`src/point_rotate_about_pivot_top_macros.svh`:
```
// assertion macros used by the rotate-about-pivot rtl
// expects clk and rst_n in the scope of each use
`ifndef POINT_ROTATE_ABOUT_PIVOT_TOP_MACROS_SVH
`define POINT_ROTATE_ABOUT_PIVOT_TOP_MACROS_SVH

// same-cycle implication, held off during reset
`define PRAP_ASSERT_NOW(label, ante, cons, msg) \
    label: assert property (@(posedge clk) disable iff (!rst_n) (ante) |-> (cons)) \
        else $error(msg);

// next-cycle implication, held off during reset
`define PRAP_ASSERT_NEXT(label, ante, cons, msg) \
    label: assert property (@(posedge clk) disable iff (!rst_n) (ante) |=> (cons)) \
        else $error(msg);

`endif

```
`src/prap_pkg.sv`:
```
// shared types, widths and constants for the rotate-about-pivot pipeline
// no dependencies
package prap_pkg;

    localparam int COORD_W             = 32;
    localparam int ANGLE_IN_W          = 16;
    localparam int GUARD               = 8;
    localparam int XW                  = 44;
    localparam int AW                  = 34;
    localparam int MAX_STAGES          = 32;
    localparam int ROTATION_STAGES_DEF = 16;
    localparam int HW                  = XW - 16 + 33;
    localparam int PW                  = HW + 1;
    localparam int RW                  = PW - 16 - GUARD;
    localparam logic [31:0] KGAIN      = 32'd2608131496;

    typedef struct packed {
        logic signed [XW-1:0]      x;
        logic signed [XW-1:0]      y;
        logic signed [AW-1:0]      ang;
        logic signed [COORD_W-1:0] px;
        logic signed [COORD_W-1:0] pz;
    } stage_t;

    typedef struct packed {
        logic signed [COORD_W-1:0] rx;
        logic signed [COORD_W-1:0] rz;
        logic                      clip;
    } res_t;

    // atan(2^-i) in units of 2^-32 turn, rounded to nearest
    function automatic logic [31:0] atan_turn(input int idx);
        logic [31:0] v;
        case (idx)
            0:       v = 32'h20000000;
            1:       v = 32'h12E4051E;
            2:       v = 32'h09FB385B;
            3:       v = 32'h051111D4;
            4:       v = 32'h028B0D43;
            5:       v = 32'h0145D7E1;
            6:       v = 32'h00A2F61E;
            7:       v = 32'h00517C55;
            8:       v = 32'h0028BE53;
            9:       v = 32'h00145F2F;
            10:      v = 32'h000A2F98;
            11:      v = 32'h000517CC;
            12:      v = 32'h00028BE6;
            13:      v = 32'h000145F3;
            14:      v = 32'h0000A2FA;
            15:      v = 32'h0000517D;
            16:      v = 32'h000028BE;
            17:      v = 32'h0000145F;
            18:      v = 32'h00000A30;
            19:      v = 32'h00000518;
            20:      v = 32'h0000028C;
            21:      v = 32'h00000146;
            22:      v = 32'h000000A3;
            23:      v = 32'h00000051;
            24:      v = 32'h00000029;
            25:      v = 32'h00000014;
            26:      v = 32'h0000000A;
            27:      v = 32'h00000005;
            28:      v = 32'h00000003;
            29:      v = 32'h00000001;
            30:      v = 32'h00000001;
            default: v = 32'h00000000;
        endcase
        return v;
    endfunction

endpackage

```
`src/prap_cell.sv`:
```
// one micro-rotation cell of the rotation chain
// depends on prap_pkg
module prap_cell #(
    parameter int STAGE_IDX = 0
) (
    input  logic             clk,
    input  logic             rst_n,
    input  logic             en,
    input  logic             in_valid,
    input  prap_pkg::stage_t in_data,
    output logic             out_valid,
    output prap_pkg::stage_t out_data
);
    import prap_pkg::*;

    localparam logic signed [AW-1:0] ATAN_STEP =
        $signed({{(AW-32){1'b0}}, atan_turn(STAGE_IDX)});

    logic                 valid_reg;
    stage_t               data_reg;
    stage_t               data_next;
    logic signed [XW-1:0] x_in;
    logic signed [XW-1:0] y_in;
    logic signed [AW-1:0] ang_in;
    logic signed [XW-1:0] xs;
    logic signed [XW-1:0] ys;

    always_comb
    begin
        x_in   = in_data.x;
        y_in   = in_data.y;
        ang_in = in_data.ang;
        xs     = x_in >>> STAGE_IDX;
        ys     = y_in >>> STAGE_IDX;
        data_next = in_data;
        // residual sign picks the rotation direction
        if (!ang_in[AW-1])
        begin
            data_next.x   = x_in - ys;
            data_next.y   = y_in + xs;
            data_next.ang = ang_in - ATAN_STEP;
        end
        else
        begin
            data_next.x   = x_in + ys;
            data_next.y   = y_in - xs;
            data_next.ang = ang_in + ATAN_STEP;
        end
    end

    always_ff @(posedge clk or negedge rst_n)
    begin
        if (!rst_n)
        begin
            valid_reg <= 1'b0;
        end
        else if (en)
        begin
            valid_reg <= in_valid;
        end
    end

    always_ff @(posedge clk)
    begin
        if (en)
        begin
            data_reg <= data_next;
        end
    end

    assign out_valid = valid_reg;
    assign out_data  = data_reg;

endmodule

```
`config.mk`:
```
export PLATFORM = sky130hd
export DESIGN_NAME = prap_cell
export DESIGN_NICKNAME = d
export VERILOG_FILES = /design/src/point_rotate_about_pivot_top_macros.svh /design/src/prap_pkg.sv /design/src/prap_cell.sv
export SDC_FILE = /design/constraint.sdc
export NUM_CORES = 1
export LEC_CHECK = 0
export BUFFER_PORTS_ARGS = -buffer_cell sky130_fd_sc_hd__buf_2
export CELL_PAD_IN_SITES_DETAIL_PLACEMENT = 0
export CELL_PAD_IN_SITES_GLOBAL_PLACEMENT = 1
export CORE_MARGIN = 5
export CORE_UTILIZATION = 27
export DETAILED_ROUTE_END_ITERATION = 8
export PLACE_DENSITY = 0.6
export SETUP_SLACK_MARGIN = 0.4
export SLEW_MARGIN = 15
export SYNTH_ARGS = -nofsm -noshare
export SYNTH_HDL_FRONTEND = slang
export SYNTH_SLANG_ARGS = --single-unit
```
`constraint.sdc`:
```
create_clock -name clk -period 1.6 [get_ports clk]
set_input_delay 0.24 -clock clk [delete_from_list [all_inputs] [get_ports clk]]
set_output_delay 0.24 -clock clk [all_outputs]
set_load 0.02 [all_outputs]
```
# Word-level counts from Yosys, hierarchy flattened
# Cells that the tools add are included.
[word_totals]
ff_bits = 187
output_inout_bits = 187
wordCells = 12
[op_classes]
addsub = 5
n_mux = 1
[ops]
columns = ["operator", "n"]
rows = [
  ["122-bit two-way mux", 1],
  ["44-bit subtractor", 2],
  ["44-bit adder", 1],
  ["34-bit by 31-bit adder with 34-bit output (second input constant)", 1],
  ["34-bit by 31-bit subtractor with 34-bit output (second input constant)", 1],
]

# Longest topological paths before layout
# Gate-level depths: netlist of the first run.
[depth]
depth_word = 2
ltp_mapped = 13
ltp_nobuf = 12

# Least setup slack after synthesis of the first run
# No wires, ideal clock.
[synth_timing]
kind = "in2reg"
startpoint = "input port in_data[98] (netlist name)"
endpoint = "register data_reg (netlist bit out_data[138]), data pin"
arrival_ns = 2.636
required_ns = 1.333
path_slack_ns = -1.303
cell_stages = 12
n_path_buf = 0
cell_sequence = "ha_1 > inv_1 > fa_1 > or2_2 > a221oi_1 > o22a_2 > a31o_4 > a2111oi_4 > or3_1 > a31oi_1 > o31ai_2 > xor2_1"
[synth_rtl]
columns = ["item", "line_no", "rtl"]
rows = [
  ["from (decl)", "prap_cell.sv:10", "input prap_pkg::stage_t in_data,"],
  ["to (signal assigned)", "prap_cell.sv:67", "data_reg <= data_next;"],
  ["to (decl)", "prap_cell.sv:20", "stage_t data_reg;"],
]

==> results of run 1 <==
path summary, 6_finish.rpt:
path                                                 to  depth (start not counted)
worst max register to register    out_valid$_DFFE_PN0P_                          1
max in group asynchronous         out_valid$_DFFE_PN0P_                          2
worst max-delay path            out_data[137]$_DFFE_PP_                         14
worst min-delay path              out_valid$_DFFE_PN0P_                          2
worst min register to register    out_valid$_DFFE_PN0P_                          1
min in group clk                 out_data[97]$_DFFE_PP_                          3
state kept, by name (all words and copies together) (netlist names):
signal,cells
out_data,185
out_valid,1
synth_stat cells (4+ instances only):
cell type | count | share of area, %
nor2b_1 | 11 | 0.50
a21oi_1 | 186 | 6.8
clkinv_1 | 4 | 0.11
o21bai_1 | 41 | 2.2
clkbuf_1 | 31 | 0.85
o211ai_1 | 14 | 0.77
and3_1 | 6 | 0.27
a21boi_0 | 6 | 0.33
xnor2_1 | 77 | 4.9
nand2b_1 | 14 | 0.64
a211oi_1 | 16 | 0.88
xor2_1 | 8 | 0.51
or3_1 | 10 | 0.46
a221oi_1 | 4 | 0.26
ha_1 | 132 | 12
or2_2 | 7 | 0.32
o21a_1 | 15 | 0.82
buf_1 | 9 | 0.25
nand4_1 | 21 | 0.96
nand2_1 | 62 | 1.7
a21o_1 | 38 | 2.1
nand3_1 | 19 | 0.69
o31a_1 | 5 | 0.32
inv_1 | 130 | 3.6
nor2_1 | 81 | 2.2
nor3_1 | 27 | 0.99
nor4_1 | 8 | 0.36
mux2i_1 | 22 | 1.6
a311oi_1 | 4 | 0.26
o21ai_0 | 91 | 3.3
o31ai_1 | 18 | 0.99
buf_2 | 16 | 0.58
and2_1 | 8 | 0.36
a211o_1 | 5 | 0.32
a31oi_1 | 14 | 0.64
edfxtp_1 | 185 | 41
fa_1 | 4 | 0.58
nor3b_1 | 5 | 0.27
cells in the final DEF (no fill, tap or decap), types with 10 or more instances in the layout:
cell,n
nor3_1,19
o211ai_1,14
edfxtp_1,185
nand4_1,21
inv_1,110
buf_4,542
ha_1,97
buf_2,184
buf_12,11
nand2_1,53
nor2_1,64
buf_8,12
a21oi_2,50
clkbuf_16,17
nand3_1,11
o21bai_1,39
nor2_4,10
o21ai_1,21
buf_6,214
a21o_1,38
ha_4,30
inv_2,12
o21ai_0,42
o21ai_2,21
xnor2_1,65
o21a_1,13
mux2i_1,16
o21ai_4,10
dlygate4sd3_1,96
xnor2_2,12
o31ai_1,12
a21oi_1,127
cells by family (layout without fill, tap and decap cells):
logic type	count (synthesis)	count (layout)	synth area share (%)
simple gates	289	289	10.47
xor+xnor	85	85	5.429
other cells	0	1	0
fa+ha+maj	136	136	12.63
buf+inv	196	1228	5.666
flops	186	186	40.69
mux	23	23	1.688
compound gates	501	501	23.42
layer usage:
layer	vias to the layer above	wire [um]	GRT usage, %	part of all wire (%)
met5	-	7	0	0.011
met4	2	1205	5.278	1.9
met3	56	2758	4.206	4.4
met2	387	31430	38.34	50
met1	7274	27290	27.12	44
li1	7222	-	-	-
cell type report:
type                    instances  area (um2)
clock inverters                14       172.7
multi-input cells            1034        9233
diodes                          1       2.502
inverters                     136       598.1
flip-flops and latches        186        5580
fillers                      4534       24540
repair buffers               1060        8775
clock buffers                  18       429.2
well taps                     672       840.8
report_power, final:
part	total (mW)	internal, mW	switching (mW)
sequential	6.50	6.15	0.344
combinational	9.07	4.50	4.57
clock	4.43	2.11	2.32
repair_timing:
action | CTS | global route
setup endpoints to repair | 268 | 269
hold buffers | 96 | 0
hold endpoints to repair | 96 | 0
setup buffers | 26 | 26
pin swaps | 103 | 93
resized for setup | 445 | 311
per-stage QoR:
stage	power [mW]	setup TNS [ns]	instance area [um2]	utilization, %	setup slack [ns]
detailed placement	13.62	-105.56	20750	41.36	-1.810
floorplan	9.925	-56.12	14250	-	-1.071
finish	20.00	-49.55	25630	51.09	-0.9649
global placement	13.60	-104.01	20750	41.36	-1.806
global route	20.97	-51.93	25630	51.09	-0.9965
CTS	19.40	-44.00	24240	48.31	-0.9156
==> results.toml, run 1 <==
[place]
dp_hpwl_mm = 48.99
gp_congestion = 0.8998
io_buffers = 376
dp.cells = 2940

[timing]
hold_viol_final = 0
slew_violations = 0
layout_setup_ws_ns = -0.9649
setup_viol = 76
timing.hold.ws_ns = 0.06453
relSlewSlack_pct = 55.56
tightest_slew_ns = 0.6609
fmax_mhz = 389.9
period_share_pct = 160.3
final.setup_skew_ns = 0
period_minus_slack_ns = 2.565
rsz0062_at_grt = "yes"

[synth]
synth.distinct_cells = 79
synthesis.area_um2 = 13710
syn_inst = 1416
ys_seq_area_share_pct = 40.69
synth-seq-cells = 186
syn_nets = 1742
ys_warn_count = 0
synth_async_sr_flop_share_pct = 0.5376
avgSynthCellArea_um2 = 9.684
synth-edff-count = 185
ys.flop_type = "edfxtp_1"

[worst_setup_path]
reg2reg_from = "out_valid$_DFFE_PN0P_"
worstPathRequired_ns = 1.83
crit_path_start_kind = "input port"
cp_num_buf_inv = 4
crit_arrival_ns = 2.79
crit_family = "compound AO/OA/AOI/OAI gates"
cp_slowest_stage_delay_ns = 0.44
path_class = "input port to flip-flop"
cp_max_fo = 2
critPathMostFrequentCell = "buf_6"
path_cells = "buf_8 -> inv_8 -> ha_4 -> nor2b_4 -> o311ai_4 -> a211oi_4 -> nand3_4 -> a311oi_4 -> buf_6 -> o31ai_4 -> buf_6 -> a2111oi_4 -> o31ai_1 -> xnor2_1"
rrSetupSlack_ns = 0.82
crit_slowest_cell = "a211oi_4"
startpoint = "in_data[99]"
setup.worst_path.end_class = "flip-flop"

[detailed_routing]
drt-vias-per-instance = 4.787
drt-total-wl_mm = 62.70
drtIter0Drc = 799
wl_per_cell_um = 20.09
vias = 14941
ant_nets = 0
dr.pass1.iters = 5
drc = 0

[cts]
h-tree-depth = 4
clk_path_buf_depth = 2
clk_latency_ns = 0.49
cts-buffers-inserted = 17
cts-root-buf = "clkbuf_16"
cts_tree = "yes"
clk_pin_slew_ns = 0.08
clock-sinks = 186

[global_route]
grt_pass1_vias = 15814
grt_pass1_wl_mm = 93.86
grtUsageTotal_pct = 21.61
grt.overflow.total = 0
grt_max_degree = 71
antenna_found_initial = 2

[die]
dieArea_um2 = 55400
core-area_um2 = 50170
die_x_um = 235.4
fp-row-count = 82
fp.dieH_um = 235.4
start_util_pct = 27.33
io_pins = 377

[cells_and_area]
drive_above_1_share_pct = 53.23
finalNetCount = 2761
area_growth_pct = 86.91
final_cells = 3121

[hold_path]
hold_class = "input port to asynchronous set/reset pin"

[power]
peakVddDrop_v = 0.0008666
powerDensity_nw_per_um2 = 780.3
p_leak_nw = 11.37

[status]
outcome = "finished with violations"
violations = "negative setup slack"

[flow_run]
max_cap_viol_count = 0
(Power assumes the default switching activity.)
==> run 2: changes to the inputs <==
TNS_END_PERCENT = 50   (was not set)
==> results.toml, run 2 (same netlist as run 1, synthesis figures left out) <==
[status]
outcome = "finished with violations"
violations = "negative setup slack"

[power]
power_frac_comb_pct = 44.4
p_sw_share_pct = 36.48
p_leak_nw = 11.15
p_clk_share_pct = 23.0
peakVddDrop_v = 0.0008737
seqPwrFrac_pct = 32.5
powerDensity_nw_per_um2 = 790.3
p_int_mw = 12.47
switchingPower_mw = 7.160

[timing]
period_minus_slack_ns = 2.608
slew_violations = 0
relSlewSlack_pct = 41.65
timing.hold.ws_ns = 0.05772
rsz0062_at_grt = "yes"
tightest_slew_ns = 0.8661
fmax_mhz = 383.5
hold_viol_final = 0
layout_setup_ws_ns = -1.008
period_share_pct = 163.0
final.setup_skew_ns = 0
setup_viol = 78

[detailed_routing]
drc = 0
ant_nets = 0
drt-vias-per-instance = 4.748
drt-total-wl_mm = 61.70
dr.pass1.iters = 5
wl_per_cell_um = 19.69
vias = 14875
drtIter0Drc = 728

[place]
dp_hpwl_mm = 49.24
io_buffers = 376
dp.cells = 2934
gp_congestion = 0.9359

[worst_setup_path]
setup.worst_path.end_class = "flip-flop"
path_class = "input port to flip-flop"
crit_path_start_kind = "input port"
cp_max_fo = 3
worstPathRequired_ns = 1.89
crit_arrival_ns = 2.90

[cts]
clk_path_buf_depth = 2
cts-root-buf = "clkbuf_16"
clock-sinks = 186
clk_pin_slew_ns = 0.08
clk_latency_ns = 0.48
h-tree-depth = 4
cts_tree = "yes"
cts-buffers-inserted = 17

[die]
core-area_um2 = 50170
die_x_um = 235.4
io_pins = 377
fp.dieH_um = 235.4
start_util_pct = 27.33
dieArea_um2 = 55400
fp-row-count = 82

[global_route]
antenna_found_initial = 1
grt_pass1_wl_mm = 92.72
grt.overflow.total = 0
grt_pass1_vias = 15527
grtUsageTotal_pct = 21.52
grt_max_degree = 70

[cells_and_area]
finalNetCount = 2773
utilization_pct = 49.50
area_growth_pct = 81.09
mostFrequentLayoutCells = "buf_4 (544), buf_2 (292), edfxtp_1 (185)"
largest_register_ffs = 185
final_cells = 3133
drive_above_1_share_pct = 52.40
layout_commonest_cell = "buf_4"

[flow_run]
max_cap_viol_count = 0

[hold_path]
hold_class = "input port to asynchronous set/reset pin"
## run 2: layout make-up
type / count / area (um2)
multi-input cells: 1034 / 9029
diodes: 1 / 2.502
flip-flops and latches: 186 / 5580
well taps: 672 / 840.8
repair buffers: 1072 / 8209
clock buffers: 17 / 425.4
fillers: 4673 / 25340
inverters: 136 / 558.0
clock inverters: 15 / 188.9
## run 2: metrics by stage
step                worst slack (ns)  total power, mW  setup TNS (ns)  area (um2)
global route                  -1.059            20.60          -56.55       24830
finish                        -1.008            19.63          -51.94       24830
global placement              -1.696            13.51         -101.48       20510
CTS                          -0.9222            19.27          -47.24       23830
detailed placement            -1.682            13.54         -103.22       20510
floorplan                     -1.071            9.856          -58.53       14020
## run 2: metal layers
metal / vias to the layer above / global-route usage (%) / part of all wire (%) / wire length (um)
met3: 68 / 4.417 / 5.7 / 3541
met4: 0 / 6.210 / 2.3 / 1425
met2: 441 / 37.29 / 49 / 30490
met5: - / 0 / 0 / 0
li1: 7242 / - / - / -
met1: 7124 / 27.21 / 43 / 26250
## run 2: critical path: stages
cell and delay, ns:
buf_8 0.10, ha_4 0.15, buf_6 0.11, or4_4 0.53
o22a_4 0.22, a31o_4 0.26, buf_12 0.14, o311ai_4 0.34
a31oi_2 0.18, o21ai_1 0.19, a31oi_1 0.12, xnor2_1 0.31
## run 2: power by group through the flow
stage	Clock, mW	Combinational (mW)	Sequential, mW
floorplan	0	2.66	7.20
global placement	0	7.08	6.43
detailed placement	0	7.10	6.43
CTS	4.68	8.21	6.38
global route	4.87	9.28	6.44
finish	4.52	8.72	6.39
## run 2: worst paths after layout
| path | to | from | depth (start not counted) | slack [ns] |
|---|---|---|---|---|
| worst min register to register | out_valid$_DFFE_PN0P_ | out_valid$_DFFE_PN0P_ | 1 | 0.51 |
| min in group clk | out_data[94]$_DFFE_PP_ | in_data[94] | 2 | 0.15 |
| worst min-delay path | out_valid$_DFFE_PN0P_ | rst_n | 2 | 0.06 |
| worst max-delay path | out_data[180]$_DFFE_PP_ | in_data[105] | 12 | -1.01 |
| worst max register to register | out_valid$_DFFE_PN0P_ | out_valid$_DFFE_PN0P_ | 1 | 0.86 |
| max in group asynchronous | out_valid$_DFFE_PN0P_ | rst_n | 2 | 1.46 |
## run 2: repair_timing
item	4_1_cts	5_1_grt
cloned	1	1
gates resized for setup	357	190
hold buffers	96	0
endpoints found under the setup margin	269	274
pin swaps	82	82
buffers inserted	38	30
hold endpoints to repair	96	0
==> run 3: changes to the inputs <==
SETUP_SLACK_MARGIN = not set   (was 0.4)
==> results.toml, run 3 (same netlist as run 1, synthesis figures left out) <==
[status]
outcome = "finished with violations"
violations = "negative setup slack"

[cells_and_area]
finalNetCount = 2741
final_cells = 3103
largest_register_ffs = 185
layout_commonest_cell = "buf_4"
utilization_pct = 48.22
final_area_um2 = 24190
area_growth_pct = 76.43
fillers = 4731
drive_above_1_share_pct = 51.81
mostFrequentLayoutCells = "buf_4 (528), buf_2 (352), edfxtp_1 (185)"

[die]
start_util_pct = 27.33
die_x_um = 235.4
fp.dieH_um = 235.4
io_pins = 377
dieArea_um2 = 55400
fp-row-count = 82
core-area_um2 = 50170

[cts]
cts_tree = "yes"
cts-root-buf = "clkbuf_16"
h-tree-depth = 4
clock-sinks = 186
clk_pin_slew_ns = 0.08
clk_path_buf_depth = 2
clk_latency_ns = 0.47
cts-buffers-inserted = 17

[power]
p_leak_nw = 10.84
power_mw = 19.07
p_int_mw = 12.06
peakVddDrop_v = 0.0008389
p_clk_share_pct = 23.0
seqPwrFrac_pct = 33.2
switchingPower_mw = 7.007
p_sw_share_pct = 36.75
powerDensity_nw_per_um2 = 788.1
power_frac_comb_pct = 43.7

[global_route]
grt_max_degree = 59
use_met3_pct = 4.405
grt_pass1_vias = 15528
met2_usage_pct = 37.23
grt_pass1_wl_mm = 92.98
grt.overflow.total = 0
antenna_found_initial = 4
grtUsageTotal_pct = 21.51
busiest_layer = "met2"
use_met1_pct = 27.05

[detailed_routing]
drc = 0
ant_nets = 0
drt-total-wl_mm = 61.79
drtIter0Drc = 793
wl_per_cell_um = 19.91
drt-vias-per-instance = 4.758
dr.pass1.iters = 5
vias = 14765

[worst_setup_path]
setup.worst_path.end_class = "flip-flop"
crit_path_start_kind = "input port"
worstPathRequired_ns = 1.83
crit_arrival_ns = 2.76
cp_max_fo = 4
path_class = "input port to flip-flop"

[timing]
fmax_mhz = 394.7
timing.hold.ws_ns = 0.07919
final.setup.tns_ns = -50.67
tightest_slew_ns = 0.7713
final.setup_skew_ns = 0
setup_viol = 78
layout_setup_ws_ns = -0.9335
relSlewSlack_pct = 48.14
period_share_pct = 158.3
rsz0062_at_grt = "yes"
hold_viol_final = 0
slew_violations = 0
period_minus_slack_ns = 2.533

[place]
place_area_um2 = 20510
place_ws_ns = -1.805
gp_congestion = 0.9259
io_buffers = 376
dp_hpwl_mm = 49.58
dp.cells = 2929

[hold_path]
hold_class = "input port to asynchronous set/reset pin"

[flow_run]
max_cap_viol_count = 0
==> run 3: cell count changes in the layout (fill, tap and decap cells not counted), sizes merged <==
cell and change:
clkinvlp -1, buf -31, inv -2, diode +2
clkbuf -1, clkinv +3
==> run 3: power by group through the flow <==
stage,Combinational [mW],Clock (mW),Sequential (mW)
finish,8.34,4.39,6.34
global route,8.92,4.71,6.38
CTS,7.95,4.60,6.34
detailed placement,7.11,0,6.43
global placement,7.11,0,6.44
floorplan,2.66,0,7.20
==> run 3: timing repair <==
action / in CTS / in global routing
cloned: 0 / 0
gates resized for setup: 265 / 143
setup endpoints to repair: 78 / 79
buffers inserted: 33 / 21
pin swaps: 88 / 88
endpoints found under the hold margin: 96 / 0
hold buffers: 96 / 0
==> run 3: critical path, stage by stage <==
cell       delay, ns
buf_8           0.09
inv_8           0.04
buf_6           0.10
fa_2            0.39
or2_4           0.26
a221oi_4        0.29
o22a_4          0.21
a31o_4          0.21
a2111oi_4       0.11
or3_4           0.46
a31oi_4         0.15
o31ai_2         0.08
xor2_1          0.14
==> run 3: final timing paths <==
check,start,end,slack [ns],cells past startpoint
min in group clk,in_data[94],out_data[94]$_DFFE_PP_,0.14,2
worst max register to register,out_valid$_DFFE_PN0P_,out_valid$_DFFE_PN0P_,0.83,1
worst max-delay path,in_data[99],out_data[138]$_DFFE_PP_,-0.93,13
worst min-delay path,rst_n,out_valid$_DFFE_PN0P_,0.08,2
max in group asynchronous,rst_n,out_valid$_DFFE_PN0P_,1.44,2
worst min register to register,out_valid$_DFFE_PN0P_,out_valid$_DFFE_PN0P_,0.54,1
==> run 3: final cells by class <==
type	count	area (um2)	area share, %
clock buffer	17	425.4	1.758
tap	672	840.8	3.475
clock inverter	15	173.9	0.7188
inverter	136	549.3	2.270
antenna	3	7.507	0.03103
sequential	186	5580	23.06
multi-input combinational	1034	9085	37.55
timing repair buffer	1040	7532	31.13
==> run 3: per-layer routing <==
layer / part of all wire (%) / routed length (um) / up-vias
met5: 0.021 / 13 / -
met4: 2.7 / 1647 / 2
met3: 5.4 / 3350 / 85
met2: 49 / 30280 / 483
met1: 43 / 26500 / 7025
li1: - / - / 7170
